$ cat src/hw/rtl/xtea_pkg.sv
// ----------------------------------------------------------------------------
// xtea_pkg
// Shared types and constants for the XTEA round-cell pipeline.
// ----------------------------------------------------------------------------
package xtea_pkg;

  localparam int unsigned ROUNDS = 32;
  // each cycle of XTEA is two half-rounds, one cell each
  localparam int unsigned CELLS  = 2 * ROUNDS;

  localparam logic [31:0] DELTA        = 32'h9E37_79B9;
  localparam logic [31:0] SUM_DEC_INIT = 32'(64'(DELTA) * 64'(ROUNDS));

  localparam int unsigned CFG_ADDR_W = 3;
  localparam int unsigned CFG_DATA_W = 32;

  typedef enum logic [CFG_ADDR_W-1:0] {
    REG_KEY0 = 3'd0,
    REG_KEY1 = 3'd1,
    REG_KEY2 = 3'd2,
    REG_KEY3 = 3'd3,
    REG_DIR  = 3'd4
  } cfg_reg_t;

  typedef struct packed {
    logic [3:0][31:0] key;
    logic             dir;   // 0 encrypt, 1 decrypt
  } xtea_cfg_t;

  // p is the word updated in this cell, q the one feeding the mix
  typedef struct packed {
    logic [31:0] p;
    logic [31:0] q;
    logic [31:0] sum;
  } xtea_word_t;

endpackage

$ cat src/hw/rtl/xtea_round_cell.sv
// ----------------------------------------------------------------------------
// xtea_round_cell
// One XTEA half-round with its own valid/ready stage register.
// ----------------------------------------------------------------------------
module xtea_round_cell
  import xtea_pkg::*;
(
  input  logic       clk,
  input  logic       rst,
  input  logic       phase,     // 0: first half of a cycle, 1: second half
  input  xtea_cfg_t  cfg,
  input  logic       in_valid,
  output logic       in_ready,
  input  xtea_word_t in_data,
  output logic       out_valid,
  input  logic       out_ready,
  output xtea_word_t out_data
);

  logic [31:0] mix;
  logic [1:0]  sel;
  logic [31:0] f;
  logic [31:0] p_new;
  logic [31:0] sum_next;
  logic        load;

  always_comb begin
    mix   = ((in_data.q << 4) ^ (in_data.q >> 5)) + in_data.q;
    // the z update selects by sum[12:11], the y update by sum[1:0]
    sel   = (phase ^ cfg.dir) ? in_data.sum[12:11] : in_data.sum[1:0];
    f     = mix ^ (in_data.sum + cfg.key[sel]);
    p_new = cfg.dir ? (in_data.p - f) : (in_data.p + f);
    if (phase) begin
      sum_next = in_data.sum;
    end else begin
      sum_next = cfg.dir ? (in_data.sum - DELTA) : (in_data.sum + DELTA);
    end
  end

  assign load     = !out_valid || out_ready;
  assign in_ready = load;

  always_ff @(posedge clk) begin
    if (rst) begin
      out_valid <= 1'b0;
    end else if (load) begin
      out_valid <= in_valid;
    end
  end

  // words swap roles every cell
  always_ff @(posedge clk) begin
    if (load && in_valid) begin
      out_data.p   <= in_data.q;
      out_data.q   <= p_new;
      out_data.sum <= sum_next;
    end
  end

endmodule

$ cat config.mk
export PLATFORM = sky130hd
export DESIGN_NAME = xtea_round_cell
export DESIGN_NICKNAME = d
export VERILOG_FILES = /design/src/hw/rtl/xtea_pkg.sv /design/src/hw/rtl/xtea_round_cell.sv
export SDC_FILE = /design/constraint.sdc
export NUM_CORES = 1
export LEC_CHECK = 0
export BUFFER_PORTS_ARGS = -buffer_cell sky130_fd_sc_hd__buf_4
export CAP_MARGIN = 20
export CORE_ASPECT_RATIO = 0.5
export CORE_MARGIN = 4
export CORE_UTILIZATION = 25
export DETAILED_ROUTE_END_ITERATION = 12
export PLACE_DENSITY = 0.55
export SETUP_SLACK_MARGIN = 0.4
export SYNTH_ARGS = -nofsm -noshare
export SYNTH_HDL_FRONTEND = slang
export SYNTH_SLANG_ARGS = --single-unit
$ cat constraint.sdc
create_clock -name clk -period 8.15 [get_ports clk]
set_input_delay 0.815 -clock clk [delete_from_list [all_inputs] [get_ports clk]]
set_output_delay 0.815 -clock clk [all_outputs]
set_load 0.01 [all_outputs]
==> qor.yml <==
synth_compound_area_share_pct: 21.03
run_status: "finished, final reports clean"
arrival_ps: 7560
synth-simple-area-share_pct: 13.61
drc: 0
syn_area_mm2: 0.01119
drive_above_1_share_pct: 27.94
numCtsBuffers: 9
finalHoldViolations: 0
num_vias: 10227
ys_types: 76
synth_xor_area_share_pct: 16.12
syn_avg_cell_area_um2: 9.503
synth.area.top_cells: "edfxtp_1 (26%), ha_1 (14%), xnor2_1 (8.3%)"
clkTransAtPathRegs_ps: 80
start_util_pct: 25.49
gr-usage-all-layers_pct: 15.92
skew_ps: 6.140
hold_path_class: "flip-flop to flip-flop"
ctsRootBufferMaster: "clkbuf_16"
final_common_cell: "buf_4"
die_w_um: 307.3
synth_top_family_by_area: "compound AO/OA/AOI/OAI gates"
postCtsHoldBufs: 0
cp_slowest_stage_delay_ps: 510
io_pins: 328
syn_nets: 1540
synth-edff-count: 96
portBuffers: 327
core-area_mm2: 0.04392
yosys_register_bits: 97
synth_flop_cell: "edfxtp_1"
grt_setup_unrepaired: "no"
multi_input_area_mm2: 0.008127
finalPower_mw: 3.853
p_per_area_mw_per_mm2: 261.8
yosysWarnings: 0
vias_per_cell: 4.872
fin_tns_setup_ps: 0
htreeDepth: 3
critical_path.top_delay_family: "compound AO/OA/AOI/OAI gates"
worstSetupEndpointType: "flip-flop"
cts_tree: "yes"
cp_max_fo: 21
tightest_slew_ps: 786.5
cp.required_ps: 8270
worstSetupPathType: "input pin to flip-flop"
synth_fa_ha_area_share_pct: 15.02
regArea_mm2: 0.002903
cts_sinks: 97
area.growth.synth_to_final_pct: 31.46
max-slew-margin-rel_pct: 47.57
setup_viol: 0
yosysTopAreaCell: "edfxtp_1"
postSynthCellCount: 1178
grt_pass1_wl_mm: 59.16
fillers: 4551
yosys-mux-area-fraction_pct: 6.438
placed_area_mm2: 0.01437
grt_pass1_vias: 9965
fin_crit_ps: 7433
routed_wl_mm: 40.13
gp_congestion: 0.9041
fin_area_mm2: 0.01472
dpl.hpwl_mm: 33.97
ys_seq_area_share_pct: 25.93
clock_path_buffers: 2
die_h_um: 157.6
path_buf_inv: 3
antenna_found_initial: 4
grt_remaining_overflow: 0
slowest_stage: "xnor3_1"
maxCapViolCount: 0
drt_iter0_drc: 690
max_freq_ghz: 0.1345
num_rows: 54
drtAntennaViolNets: 0
vdd_drop_max_mv: 0.1095
p_leak_nw: 6.428
final_cell_mix: "buf_4 (341), ha_1 (128), a21oi_1 (113)"
grt_max_degree: 63
synth_top_area_share_pct: 25.75
clkLatencyLatePin_ps: 370
synthArstFlopShare_pct: 0
wl_per_cell_um: 19.12
final_nets: 1864
period_share_pct: 91.20
drtPass1Iterations: 5
start_kind: "input pin"
dieArea_mm2: 0.04843
slew_violations: 0
-- cell type report --
type                    count  area share (%)
well taps                 588           4.999
flip-flops and latches     97           19.72
inverters                  27          0.6887
repair buffers            341           17.40
clock buffers              10           1.556
multi-input cells        1026           55.22
clock inverters             6          0.3486
diodes                      4         0.06802
-- registers in the layout, summed over array words and instances (netlist names) --
name       count
out_data      96
out_valid      1
-- per-stage QoR --
| stage | util [%] | hold slack (ps) | instances | setup WS (ps) |
|---|---|---|---|---|
| 3_5_place_dp | 32.73 | 518.6 | 2074 | 278.6 |
| 6_report | 33.51 | 526.8 | 2099 | 716.8 |
| 2_1_floorplan | - | 593.0 | 1178 | 527.1 |
| 3_3_place_gp | 32.73 | 515.1 | 2074 | 406.6 |
| 5_1_grt | 33.51 | 567.1 | 2099 | 431.3 |
| 4_1_cts | 33.36 | 529.4 | 2090 | 684.1 |
-- tightest hold or removal path: cells and delay by family, from the launching register on --
kind            cells  cell delay, ps
simple gates        1             100
flops               1             310
compound gates      1              70
-- cells in the mapped netlist (3+ instances only) --
| cell type | count |
|---|---|
| nor2b_1 | 13 |
| clkbuf_1 | 25 |
| buf_1 | 3 |
| xnor2_1 | 106 |
| edfxtp_1 | 96 |
| a41oi_1 | 5 |
| nor3_1 | 22 |
| and3_1 | 12 |
| mux4_2 | 32 |
| a211o_1 | 5 |
| or2_2 | 4 |
| inv_1 | 27 |
| and4_1 | 6 |
| xor2_1 | 82 |
| nand2b_1 | 12 |
| xnor3_1 | 7 |
| a21o_1 | 56 |
| a31oi_1 | 18 |
| ha_1 | 128 |
| o21ai_2 | 3 |
| o211ai_1 | 7 |
| o31ai_1 | 5 |
| a211oi_1 | 7 |
| nand2_1 | 107 |
| o21ba_2 | 3 |
| and2_1 | 12 |
| nand3_1 | 29 |
| o21a_1 | 13 |
| o22ai_1 | 3 |
| nand4_1 | 10 |
| a21oi_1 | 115 |
| o21bai_1 | 11 |
| or3_1 | 6 |
| fa_1 | 4 |
| nor2_1 | 59 |
| a21oi_2 | 3 |
| o21ai_0 | 65 |
| o21ai_1 | 6 |
| a41o_1 | 3 |
-- per-layer routing --
layer / wire length (um) / track usage [%] / up-vias / share of wire (%)
met5: 0 / 0 / - / 0
met4: 1065 / 5.414 / 0 / 2.7
met3: 1425 / 2.259 / 55 / 3.6
met2: 19930 / 27.46 / 225 / 50
met1: 17710 / 20.71 / 4834 / 44
li1: - / - / 5113 / -
-- repair_timing --
| item | CTS | global route |
|---|---|---|
| setup endpoints to repair | 0 | 5 |
| buffers inserted | 0 | 5 |
| gates resized for setup | 0 | 3 |
-- report_power, final --
part | total (mW) | internal, mW | switching [mW]
clock | 0.439 | 0.212 | 0.227
sequential | 0.793 | 0.761 | 0.0323
combinational | 2.62 | 1.19 | 1.43
-- cell families (layout without fill, tap and decap cells) --
logic type / Yosys count / count (layout)
other: 0 / 4
adders and majority gates: 132 / 132
and+or+nand+nor: 306 / 306
AOI/OAI and AO/OA: 361 / 361
muxes: 32 / 32
DFF: 97 / 97
buffers and inverters: 55 / 384
xor gates and xnor gates: 195 / 195
-- worst paths after layout --
path	endpoint	startpoint	cells past startpoint	slack, ps
worst max-delay path	out_data[61]	phase	29	720
worst min-delay path	out_valid	out_valid	2	530
worst max register to register	out_data[29]	out_valid	3	6020
worst min register to register	out_valid	out_valid	2	530
No activity file was read; power rests on OpenSTA's default activity.
